===== src/hdl/wsdf_pkg.sv =====
package wsdf_pkg;

  // Frame kinds as reported on frame_kind
  localparam logic [2:0] KIND_CONT    = 3'd0;
  localparam logic [2:0] KIND_TEXT    = 3'd1;
  localparam logic [2:0] KIND_BINARY  = 3'd2;
  localparam logic [2:0] KIND_CLOSE   = 3'd3;
  localparam logic [2:0] KIND_PING    = 3'd4;
  localparam logic [2:0] KIND_PONG    = 3'd5;
  localparam logic [2:0] KIND_UNKNOWN = 3'd6;

  // Opcodes from the low nibble of the first header byte
  localparam logic [3:0] OP_CONT   = 4'h0;
  localparam logic [3:0] OP_TEXT   = 4'h1;
  localparam logic [3:0] OP_BINARY = 4'h2;
  localparam logic [3:0] OP_CLOSE  = 4'h8;
  localparam logic [3:0] OP_PING   = 4'h9;
  localparam logic [3:0] OP_PONG   = 4'ha;

  // Error codes
  localparam logic [1:0] ERR_NONE  = 2'd0;
  localparam logic [1:0] ERR_TRUNC = 2'd1;
  localparam logic [1:0] ERR_LONG  = 2'd2;
  localparam logic [1:0] ERR_FRAG  = 2'd3;

  // Length field escapes and extension sizes
  localparam logic [6:0] LEN_EXT16    = 7'd126;
  localparam logic [6:0] LEN_EXT64    = 7'd127;
  localparam logic [3:0] EXT16_BYTES  = 4'd2;
  localparam logic [3:0] EXT64_BYTES  = 4'd8;
  localparam logic [3:0] KEY_BYTES    = 4'd4;

  localparam logic [31:0] MAX_LEN_RESET = 32'd4194304;

  // One result item
  typedef struct packed {
    logic [7:0] payload_byte;
    logic       byte_valid;
    logic       frame_done;
    logic [2:0] frame_kind;
    logic       final_flag;
    logic       masked_flag;
    logic [1:0] error_code;
    logic       message_done;
  } wsdf_result_t;

  function automatic logic [2:0] kind_of(input logic [7:0] hdr);
    logic [2:0] k;
    case (hdr[3:0])
      OP_CONT:   k = KIND_CONT;
      OP_TEXT:   k = KIND_TEXT;
      OP_BINARY: k = KIND_BINARY;
      OP_CLOSE:  k = KIND_CLOSE;
      OP_PING:   k = KIND_PING;
      OP_PONG:   k = KIND_PONG;
      default:   k = KIND_UNKNOWN;
    endcase
    return k;
  endfunction

endpackage


===== src/hdl/wsdf_parser.sv =====
module wsdf_parser
  import wsdf_pkg::*;
#(
  parameter int LENGTH_BITS = 64
) (
  input  logic         clk,
  input  logic         rst,
  input  logic         step,
  input  logic [7:0]   in_byte,
  input  logic         in_last,
  input  logic [31:0]  max_len,
  output logic         res_valid,
  output wsdf_result_t res
);

  localparam int CW = (LENGTH_BITS > 32) ? LENGTH_BITS : 32;

  localparam logic [2:0] PH_HDR1 = 3'd0;
  localparam logic [2:0] PH_HDR2 = 3'd1;
  localparam logic [2:0] PH_EXT  = 3'd2;
  localparam logic [2:0] PH_KEY  = 3'd3;
  localparam logic [2:0] PH_PAY  = 3'd4;

  logic [2:0]             phase, phase_next;
  logic [7:0]             first_header, first_header_next;
  logic [3:0]             ext_count, ext_count_next;
  logic [LENGTH_BITS-1:0] remaining, remaining_next;
  logic [31:0]            mask_key, mask_key_next;
  logic [1:0]             mask_pos, mask_pos_next;
  logic                   message_open, message_open_next;
  logic                   frame_masked, frame_masked_next;
  logic [1:0]             frame_error, frame_error_next;
  logic                   deliver, deliver_next;

  logic       len_known, hdr_done, done, bv;
  logic [7:0] pb, key_byte;
  logic [2:0] hk, sk;
  logic       fin;

  // Key byte for the current payload position, big-endian order
  always_comb begin
    case (mask_pos)
      2'd0:    key_byte = mask_key[31:24];
      2'd1:    key_byte = mask_key[23:16];
      2'd2:    key_byte = mask_key[15:8];
      default: key_byte = mask_key[7:0];
    endcase
  end

  assign hk = kind_of(first_header);

  // Next state and result for one byte
  always_comb begin
    phase_next        = phase;
    first_header_next = first_header;
    ext_count_next    = ext_count;
    remaining_next    = remaining;
    mask_key_next     = mask_key;
    mask_pos_next     = mask_pos;
    message_open_next = message_open;
    frame_masked_next = frame_masked;
    frame_error_next  = frame_error;
    deliver_next      = deliver;
    len_known         = 1'b0;
    hdr_done          = 1'b0;
    done              = 1'b0;
    bv                = 1'b0;
    pb                = 8'd0;
    sk                = 3'd0;
    fin               = 1'b0;
    res               = '0;

    case (phase)
      PH_HDR2: begin
        frame_masked_next = in_byte[7];
        if (in_byte[6:0] == LEN_EXT16) begin
          ext_count_next = EXT16_BYTES;
          phase_next     = PH_EXT;
        end else if (in_byte[6:0] == LEN_EXT64) begin
          ext_count_next = EXT64_BYTES;
          phase_next     = PH_EXT;
        end else begin
          remaining_next = LENGTH_BITS'(in_byte[6:0]);
          len_known      = 1'b1;
        end
      end
      PH_EXT: begin
        // saturate once the length no longer fits
        if (remaining[LENGTH_BITS-1 -: 8] != 8'd0) begin
          remaining_next = '1;
        end else begin
          remaining_next = {remaining[LENGTH_BITS-9:0], in_byte};
        end
        ext_count_next = ext_count - 4'd1;
        if (ext_count == 4'd1) begin
          len_known = 1'b1;
        end
      end
      PH_KEY: begin
        mask_key_next  = {mask_key[23:0], in_byte};
        ext_count_next = ext_count - 4'd1;
        if (ext_count == 4'd1) begin
          hdr_done = 1'b1;
        end
      end
      PH_PAY: begin
        if (deliver) begin
          pb = in_byte ^ key_byte;
          bv = 1'b1;
        end
        mask_pos_next  = mask_pos + 2'd1;
        remaining_next = remaining - LENGTH_BITS'(1);
        if (remaining == LENGTH_BITS'(1)) begin
          done = 1'b1;
        end
      end
      default: begin
        first_header_next = in_byte;
        frame_masked_next = 1'b0;
        mask_key_next     = '0;
        mask_pos_next     = 2'd0;
        remaining_next    = '0;
        ext_count_next    = 4'd0;
        frame_error_next  = ERR_NONE;
        deliver_next      = 1'b0;
        phase_next        = PH_HDR2;
      end
    endcase

    // Length known: mask key next, or header is complete
    if (len_known) begin
      if (frame_masked_next) begin
        ext_count_next = KEY_BYTES;
        phase_next     = PH_KEY;
      end else begin
        hdr_done = 1'b1;
      end
    end

    // Header complete: classify the frame
    if (hdr_done) begin
      if (CW'(remaining_next) > CW'(max_len)) begin
        frame_error_next = ERR_LONG;
      end else if (hk == KIND_CONT && !message_open) begin
        frame_error_next = ERR_FRAG;
      end else if ((hk == KIND_TEXT || hk == KIND_BINARY) && message_open) begin
        frame_error_next = ERR_FRAG;
      end else begin
        frame_error_next = ERR_NONE;
      end
      deliver_next  = (frame_error_next == ERR_NONE) && (hk <= KIND_BINARY);
      mask_pos_next = 2'd0;
      if (remaining_next == '0) begin
        done = 1'b1;
      end else begin
        phase_next = PH_PAY;
      end
    end

    // Buffer ended mid-frame
    if (in_last && !done) begin
      frame_error_next = ERR_TRUNC;
      done             = 1'b1;
    end

    res.payload_byte = pb;
    res.byte_valid   = bv;

    // Frame summary and message tracking
    if (done) begin
      sk  = kind_of(first_header_next);
      fin = first_header_next[7];
      if (frame_error_next == ERR_NONE) begin
        if (sk == KIND_TEXT || sk == KIND_BINARY || sk == KIND_CONT) begin
          message_open_next = !fin;
        end
      end
      res.frame_done   = 1'b1;
      res.frame_kind   = sk;
      res.final_flag   = fin;
      res.masked_flag  = frame_masked_next;
      res.error_code   = frame_error_next;
      res.message_done = (frame_error_next == ERR_NONE) && fin && (sk != KIND_UNKNOWN);
      phase_next       = PH_HDR1;
      deliver_next     = 1'b0;
      frame_error_next = ERR_NONE;
    end
  end

  assign res_valid = done || bv;

  // State registers
  always_ff @(posedge clk) begin
    if (rst) begin
      phase        <= PH_HDR1;
      first_header <= 8'd0;
      ext_count    <= 4'd0;
      remaining    <= '0;
      mask_key     <= 32'd0;
      mask_pos     <= 2'd0;
      message_open <= 1'b0;
      frame_masked <= 1'b0;
      frame_error  <= ERR_NONE;
      deliver      <= 1'b0;
    end else if (step) begin
      phase        <= phase_next;
      first_header <= first_header_next;
      ext_count    <= ext_count_next;
      remaining    <= remaining_next;
      mask_key     <= mask_key_next;
      mask_pos     <= mask_pos_next;
      message_open <= message_open_next;
      frame_masked <= frame_masked_next;
      frame_error  <= frame_error_next;
      deliver      <= deliver_next;
    end
  end

  // Payload phase always has bytes left
  a_pay_nonzero: assert property (@(posedge clk) disable iff (rst)
    phase == PH_PAY |-> remaining != '0)
    else $error("payload phase with zero bytes left");

  // Header extension and key phases always have a count
  a_count_live: assert property (@(posedge clk) disable iff (rst)
    (phase == PH_EXT || phase == PH_KEY) |-> ext_count != 4'd0)
    else $error("extension or key phase with zero count");

  // Delivery only happens for clean frames
  a_deliver_clean: assert property (@(posedge clk) disable iff (rst)
    deliver |-> frame_error == ERR_NONE && phase == PH_PAY)
    else $error("delivery outside a clean payload");

endmodule


===== src/hdl/wsdf_out_reg.sv =====
module wsdf_out_reg
  import wsdf_pkg::*;
(
  input  logic         clk,
  input  logic         rst,
  input  logic         load,
  input  wsdf_result_t din,
  output logic         can_load,
  output logic         out_valid,
  input  logic         out_ready,
  output wsdf_result_t dout
);

  // Refill whenever empty or being drained this cycle
  assign can_load = !out_valid || out_ready;

  always_ff @(posedge clk) begin
    if (rst) begin
      out_valid <= 1'b0;
    end else if (can_load) begin
      out_valid <= load;
    end
  end

  always_ff @(posedge clk) begin
    if (can_load && load) begin
      dout <= din;
    end
  end

endmodule


===== src/hdl/websocket_frame_deframer.sv =====
// WebSocket receive-side deframer.
// Input channel: in_valid/in_ready carry one received byte (in_byte) per item,
// with in_last marking the end of a received buffer. Output channel:
// out_valid/out_ready carry one result item: an unmasked data payload byte,
// a frame summary (kind, FIN, mask bit, error code, message end), or both
// when the last payload byte closes the frame. Header bytes, key bytes and
// payload of control, unknown or rejected frames produce no item unless they
// close a frame.
// Throughput: one byte per clock while the output does not stall; the parser
// state updates in the accept cycle and the result lands in a single output
// register. A result is visible in the cycle after its byte is accepted.
// Outside reset, in_ready drops only while the output register holds an item
// that the receiver has not taken; a stalled receiver thus holds off the input
// and nothing is lost or repeated.
// cfg_write loads cfg_data as the largest payload length accepted; write it
// only while the block is idle.
// Reset (rst, synchronous) holds in_ready low, returns the parser to the
// first header byte, closes any open message, empties the output register
// and sets the limit to 4194304.
module websocket_frame_deframer
  import wsdf_pkg::*;
#(
  parameter int LENGTH_BITS = 64
) (
  input  logic        clk,
  input  logic        rst,
  input  logic        in_valid,
  output logic        in_ready,
  input  logic [7:0]  in_byte,
  input  logic        in_last,
  output logic        out_valid,
  input  logic        out_ready,
  output logic [7:0]  payload_byte,
  output logic        byte_valid,
  output logic        frame_done,
  output logic [2:0]  frame_kind,
  output logic        final_flag,
  output logic        masked_flag,
  output logic [1:0]  error_code,
  output logic        message_done,
  input  logic        cfg_write,
  input  logic [31:0] cfg_data
);

  logic [31:0]  max_payload_length;
  logic         step, res_valid, can_load;
  wsdf_result_t res, dout;

  // Length limit register
  always_ff @(posedge clk) begin
    if (rst) begin
      max_payload_length <= MAX_LEN_RESET;
    end else if (cfg_write) begin
      max_payload_length <= cfg_data;
    end
  end

  assign in_ready = can_load && !rst;
  assign step     = in_valid && in_ready;

  wsdf_parser #(
    .LENGTH_BITS(LENGTH_BITS)
  ) u_parser (
    .clk      (clk),
    .rst      (rst),
    .step     (step),
    .in_byte  (in_byte),
    .in_last  (in_last),
    .max_len  (max_payload_length),
    .res_valid(res_valid),
    .res      (res)
  );

  wsdf_out_reg u_out (
    .clk      (clk),
    .rst      (rst),
    .load     (step && res_valid),
    .din      (res),
    .can_load (can_load),
    .out_valid(out_valid),
    .out_ready(out_ready),
    .dout     (dout)
  );

  assign payload_byte = dout.payload_byte;
  assign byte_valid   = dout.byte_valid;
  assign frame_done   = dout.frame_done;
  assign frame_kind   = dout.frame_kind;
  assign final_flag   = dout.final_flag;
  assign masked_flag  = dout.masked_flag;
  assign error_code   = dout.error_code;
  assign message_done = dout.message_done;

  // Every item carries a byte or a summary
  a_item_content: assert property (@(posedge clk) disable iff (rst)
    out_valid |-> byte_valid || frame_done)
    else $error("empty result item");

  // Summary fields are zero outside a frame end
  a_summary_zero: assert property (@(posedge clk) disable iff (rst)
    out_valid && !frame_done |-> frame_kind == 3'd0 && !final_flag && !masked_flag
      && error_code == ERR_NONE && !message_done)
    else $error("summary fields set without frame end");

  // Message end only on a clean final frame
  a_msg_done: assert property (@(posedge clk) disable iff (rst)
    out_valid && message_done |-> final_flag && error_code == ERR_NONE
      && frame_kind != KIND_UNKNOWN)
    else $error("message end on a bad frame");

  // Payload byte is zero when it carries nothing
  a_byte_zero: assert property (@(posedge clk) disable iff (rst)
    out_valid && !byte_valid |-> payload_byte == 8'd0)
    else $error("stray payload byte");

endmodule

===== config.mk =====
export PLATFORM = sky130hd
export DESIGN_NAME = websocket_frame_deframer
export DESIGN_NICKNAME = d
export VERILOG_FILES = /design/src/hdl/wsdf_pkg.sv /design/src/hdl/wsdf_parser.sv /design/src/hdl/wsdf_out_reg.sv /design/src/hdl/websocket_frame_deframer.sv
export SDC_FILE = /design/constraint.sdc
export NUM_CORES = 1
export LEC_CHECK = 0
export BUFFER_PORTS_ARGS = -buffer_cell sky130_fd_sc_hd__buf_2
export CAP_MARGIN = 10
export CELL_PAD_IN_SITES_DETAIL_PLACEMENT = 1
export CELL_PAD_IN_SITES_GLOBAL_PLACEMENT = 1
export CORE_UTILIZATION = 46
export DETAILED_ROUTE_END_ITERATION = 16
export HOLD_SLACK_MARGIN = 0.1
export PLACE_DENSITY = 0.92
export REMOVE_ABC_BUFFERS = 1
export SETUP_SLACK_MARGIN = 0.2
export SLEW_MARGIN = 0
export SYNTH_ARGS = -nofsm -noshare
export SYNTH_HDL_FRONTEND = slang
export SYNTH_SLANG_ARGS = --single-unit

===== constraint.sdc =====
create_clock -name clk -period 6.8 [get_ports clk]
set_input_delay 1.02 -clock clk [delete_from_list [all_inputs] [get_ports clk]]
set_output_delay 1.02 -clock clk [all_outputs]
set_load 0.02 [all_outputs]

# Word level (Yosys, flattened, before mapping)
# Cells that the tools add are included.
word_totals:
  ff_bits: 169
  wordCells: 148
op_classes:
  n_addsub: 3
  order_cmp: 2
  n_eq_ne: 27
  n_mux: 52
  bitwise_logic: 3
  reduce_logical: 40
ops:
  columns: ["cell", "count"]
  rows:
  - ["$pmux W64 S4", 1]
  - ["$mux W64", 3]
  - ["$eq A64 B1 Y1 const B", 1]
  - ["$gt A64 B32 Y1", 1]
  - ["$logic_not A64 Y1", 1]
  - ["$pmux W32 S2", 1]
  - ["$sub A64 B1 Y64 const B", 1]
  - ["$pmux W3 S6", 2]
  - ["$eq A4 B4 Y1 const B", 6]
  - ["$mux W3", 8]
  - ["$pmux W8 S3", 1]
  - ["$mux W2", 9]
  - ["$mux W1", 16]
  - ["$mux W4", 4]
  - ["$eq A7 B7 Y1 const B", 2]
  - ["$eq A3 B2 Y1 const B", 4]
  - ["$eq A4 B1 Y1 const B", 3]
  - ["$pmux W4 S3", 1]
  - ["$logic_and A1 B1 Y1", 10]
  - ["$reduce_and A2 Y1", 5]
  - ["$eq A3 B1 Y1 const B", 3]
  - ["$mux W9", 1]
  - ["$reduce_or A3 Y1", 3]
  - ["$eq A4 B2 Y1 const B", 2]
  - ["24 further kinds", 38]

# Longest topological paths before layout
logic_depth:
  depth_word: 15
  mapped_depth: 22
  depth_no_buf: 20

# By module
# From an unflattened synthesis, not the netlist that was laid out.
hier_totals:
  cells_unflattened: 1506
  hier_area_um2: 11378.4
by_module_without_submodules:
  columns: ["mod", "instances", "cells_each", "area_each_um2", "seq_area_each_um2"]
  rows:
  - ["wsdf_parser", 1, 1376, 9590.4, 2302.2]
  - ["websocket_frame_deframer", 1, 107, 1192.4, 640.6]
  - ["wsdf_out_reg", 1, 23, 595.6, 560.5]

# Worst setup path before layout
# OpenSTA, ideal clock, no wires.
synth_timing:
  kind: "input -> register"
  start: "in in_byte[2]"
  end: "reg u_parser.message_open"
  setup_ns: 0.072
  t_arrival_ns: 4.948
  required_time_ns: 6.728
  path_slack_ns: 1.780
  path_stages: 20
  path_buffers: 3
  cell_sequence: "clkbuf_1 -> and4_1 -> nand4_1 -> nand2_1 -> buf_2 -> buf_1 -> nand2_1 -> o211ai_1 -> ha_1 -> a2111oi_0 -> o21ai_0 -> a21oi_1 -> o22ai_1 -> a22oi_1 -> nand3b_1 -> nor4b_4 -> a21oi_2 -> a311o_1 -> a21oi_2 -> mux2i_1"
synth_between:
  elab_chain_cells: 12
synth_lines:
  columns: ["item", "line", "rtl"]
  rows:
  - ["start: declaration", "websocket_frame_deframer.sv:29", "input logic [7:0] in_byte,"]
  - ["$eq A7 B7 Y1", "wsdf_parser.sv:79", "end else if (in_byte[6:0] == LEN_EXT64) begin"]
  - ["$mux W64", "wsdf_parser.sv:79", null]
  - ["$mux W64 (*)", "wsdf_parser.sv:76", "if (in_byte[6:0] == LEN_EXT16) begin"]
  - ["$pmux W64 S4 (*)", "wsdf_parser.sv:73", "case (phase)"]
  - ["via u_parser.remaining_next[23]", "wsdf_parser.sv:27", "logic [LENGTH_BITS-1:0] remaining, remaining_next;"]
  - ["parallel branches: the longest is 7 deep, another holds $gt A64 B32 Y1", null, null]
  - ["$reduce_and A4 Y1 (no line) (*)", null, null]
  - ["end signal: assignment", "wsdf_parser.sv:212", "message_open <= message_open_next;"]
  - ["end: declaration", "wsdf_parser.sv:30", "logic message_open, message_open_next;"]
# Mark *: on every way through the listed nets, which the timed path passes. The select of a mux whose other input is x is not followed.
# A chain may end at the register's enable or synchronous reset.

# Worst setup path after layout
layout_timing:
  start: "reg u_parser.remaining[0]"
  end: "reg u_parser.message_open"
layout_rtl:
  columns: ["item", "line", "rtl"]
  rows:
  - ["start: declaration", "wsdf_parser.sv:27", null]
  - ["start signal: assignment", "wsdf_parser.sv:209", "remaining <= remaining_next;"]
  - ["$sub A64 B1 Y64 (*)", "wsdf_parser.sv:112", "remaining_next = remaining - LENGTH_BITS'(1);"]
  - ["$pmux W64 S4 (*)", "wsdf_parser.sv:73", null]
  - ["via u_parser.remaining_next[30]", "wsdf_parser.sv:27", null]
  - ["parallel branches: the longest is 7 deep, another holds $gt A64 B32 Y1", null, null]
  - ["$reduce_and A4 Y1 (no line) (*)", null, null]
# Marked as above.

==> results.json <==
{
  "timing.rr.end": "u_parser.message_open",
  "cpLargestDelayFamily": "simple AND/OR/NAND/NOR gates",
  "yosys_register_bits": 166,
  "synth_cell_types": 76,
  "async_reset_ff_share_pct": 0,
  "via_per_inst": 6.88,
  "place_ws_ps": 980,
  "grt_max_degree": 82,
  "combPwrFrac_pct": 12.5,
  "path_class": "reg -> reg",
  "cts_hold_buffers": 0,
  "finalPower_uw": 2400,
  "grt_pass1_vias": 12300,
  "vdd_drop_max_mv": 0.134,
  "drv_slew": 0,
  "met3_usage_pct": 6.86,
  "root_buffer": "clkbuf_16",
  "crit_slowest_cell": "o311ai_0",
  "drtPass1Iterations": 6,
  "slowest_delay_ps": 970,
  "vias": 12400,
  "period_needed_ps": 6220,
  "wl_per_cell_um": 24.2,
  "grt_pass1_wl_um": 69300,
  "final_common_cell": "nand2_1",
  "syn_area_per_cell_um2": 7.44,
  "rsz0062_at_grt": "no",
  "die_w_um": 157,
  "gr-total-overflow": 0,
  "swShare_pct": 32.5,
  "clkPwrFrac_pct": 44.9,
  "worst_setup_path_end_kind": "flop",
  "worst_slack_ps": 581,
  "cp.arrival_ps": 6600,
  "path_max_fanout": 8,
  "max_cap_violations": 0,
  "design_area_um2": 12100,
  "place.gp.congestion": 1.01,
  "busiest_layer": "met2",
  "cts_buffers": 17,
  "r2r_cells": 18,
  "cp.buffers_inverters": 1,
  "area_growth_pct": 9.75,
  "ios": 66,
  "synthCells": 1485,
  "die-area_um2": 24600,
  "leakagePower_uw": 0.00503,
  "use_met1_pct": 46.7,
  "met2_usage_pct": 59.0,
  "hold_path_class": "reg -> reg",
  "hold_viol": 0,
  "tightest_slew_ps": 1280,
  "hp-start": "u_parser.mask_key[31]",
  "hold_depth": 2,
  "intPower_uw": 1620,
  "insertion_delay_ps": 460,
  "n_fill_cell": 2983,
  "grt_usage_pct": 36.2,
  "drc": 0,
  "nets": 1553,
  "skew_ps": 16.6,
  "finalNonFillerCells": 1800,
  "cts.htree.levels": 4,
  "clkSinkCount": 166,
  "fin_setup_tns_ps": 0,
  "placed_cell_area_um2": 11500,
  "antenna_found_initial": 1,
  "setup_violations": 0,
  "cts_tree": "yes",
  "cts_resized": 0,
  "ys_seq_area_share_pct": 31.7,
  "yosysWarnings": 0,
  "required_ps": 7180,
  "initial_utilization_pct": 46.9,
  "dp.cells": 1767,
  "outcome": "completed",
  "drt-total-wl_um": 43600,
  "switchingPower_uw": 778,
  "rows": 56,
  "post_cts_buffers": 0,
  "worstHoldEndpoint": "u_parser.mask_key[31]",
  "synth_edf_count": 18,
  "final_antenna_net_count": 0,
  "drive_above_1_share_pct": 10.6,
  "syn-cell-area_um2": 11100,
  "drt_iter0_markers": 1434,
  "reg2reg_slack_ps": 580,
  "power_density_nw_per_um2": 198,
  "clock_path_buffers": 2,
  "path_cells": "inv_1, ha_1, or4b_1, nor3_1, nand3_1, o311ai_0, ha_1, nand4_1, nor4_1, nand3_1, and2_0, a22oi_1, nand3b_1, nor4b_4, a21oi_2, a311o_1, a21oi_2, mux2i_1",
  "core-area_um2": 23500,
  "io_buffers": 65,
  "cp-startpoint": "u_parser.remaining[0]",
  "synth-main-ff-cell": "dfxtp_1",
  "fmax_mhz": 161,
  "r2r_start": "u_parser.remaining[0]",
  "layout_common_cells": "172 x nand2_1, 149 x o21ai_0, 148 x dfxtp_1, 104 x nor2_1, 103 x nand3_1",
  "worstSetupStartpointType": "flop",
  "seq_power_share_pct": 42.6,
  "fin_crit_sh_pct": 91.4,
  "clkTransAtPathRegs_ps": 90,
  "dieHeight_um": 157,
  "dp_hpwl_um": 30000,
  "maxSlewHeadroom_pct": 14.2
}
## power by group through the flow
| stage | Clock (µW) | Combinational, µW | Sequential (µW) |
|---|---|---|---|
| final | 1080 | 299 | 1020 |
| after global routing | 1120 | 321 | 1020 |
| after CTS | 1080 | 292 | 1020 |
| after detailed placement | 0 | 289 | 1040 |
| after global placement | 0 | 276 | 1040 |
| after floorplan | 0 | 164 | 1040 |
## worst register-to-register path, cell delays in order, from the launching register on
cell      delay (ps)
dfxtp_1          380
inv_1            120
ha_1             220
or4b_1           640
nor3_1           470
nand3_1          260
o311ai_0         970
ha_1             270
nand4_1          130
nor4_1           430
nand3_1          150
and2_0           190
a22oi_1          560
nand3b_1         220
nor4b_4          310
a21oi_2          130
a311o_1          360
a21oi_2          130
mux2i_1          190
## worst max path at each step
stage,cells past startpoint,end
global placement,20,u_parser.message_open
CTS,18,u_parser.message_open
global route,18,u_parser.message_open
finish,18,u_parser.message_open
floorplan,10,u_out.dout[0]
detailed placement,18,u_parser.message_open
## cell usage after synthesis (9+ instances only)
cell type | instances | area, µm²
a211oi_1 | 9 | 67.6
a21o_1 | 12 | 90.1
a21oi_1 | 97 | 485
a222oi_1 | 9 | 90.1
a22o_1 | 12 | 105
a31oi_1 | 16 | 100
and3_1 | 9 | 56.3
buf_1 | 11 | 41.3
clkbuf_1 | 106 | 398
dfxtp_1 | 148 | 2960
edfxtp_1 | 18 | 541
ha_1 | 40 | 500
inv_1 | 73 | 274
mux2i_1 | 37 | 370
nand2_1 | 173 | 649
nand3_1 | 103 | 515
nand4_1 | 34 | 213
nor2_1 | 106 | 398
nor2b_1 | 10 | 62.6
nor3_1 | 32 | 160
nor4_1 | 42 | 263
o211ai_1 | 17 | 128
o21ai_0 | 149 | 746
o311ai_0 | 9 | 78.8
o31ai_1 | 9 | 67.6
or3_1 | 22 | 138
or4_1 | 29 | 218
xnor2_1 | 16 | 140
## through the flow
step / hold slack (ps) / utilization [%]
floorplan: 425 / -
global placement: 437 / 48.8
detailed placement: 444 / 48.8
CTS: 457 / 51.5
global route: 477 / 51.5
finish: 460 / 51.5
## area by class of cell
type | instances | area (µm²) | share of cell area, %
clock buffer | 17 | 425 | 3.51
antenna | 1 | 2.50 | 0.0206
tap | 319 | 399 | 3.29
inverter | 73 | 274 | 2.26
sequential | 166 | 3500 | 28.9
clock inverter | 15 | 206 | 1.70
timing repair buffer | 89 | 505 | 4.17
multi-input combinational | 1120 | 6810 | 56.2
## kinds of logic (layout without fill, tap and decap cells)
family | Yosys count | after routing | share of synthesized area, %
buffers and inverters | 199 | 194 | 6.92
other | 0 | 1 | 0
AOI/OAI and AO/OA | 409 | 409 | 23.2
xor gates and xnor gates | 24 | 24 | 1.90
DFF | 166 | 166 | 31.7
adders and majority gates | 40 | 40 | 4.53
muxes | 38 | 38 | 3.45
and+or+nand+nor | 609 | 609 | 28.2
## layer usage
layer | share of wire (%) | vias to the layer above
li1 | - | 5432
met1 | 40 | 6102
met2 | 47 | 707
met3 | 9.5 | 144
met4 | 3.6 | 0
met5 | 0 | -
## flip-flops by register name (all words and copies together), names as in the netlist
| register | flops |
|---|---|
| u_parser.ext_count | 4 |
| u_parser.frame_error | 2 |
| u_parser.frame_masked | 1 |
| u_parser.first_header | 5 |
| u_parser.message_open | 1 |
| u_parser.remaining | 64 |
| u_out.dout | 18 |
| u_parser.deliver | 1 |
| u_parser.mask_pos | 2 |
| u_parser.phase | 3 |
| max_payload_length | 32 |
| u_parser.mask_key | 32 |
| u_out.out_valid | 1 |
Power figures use the tool's default switching activity.
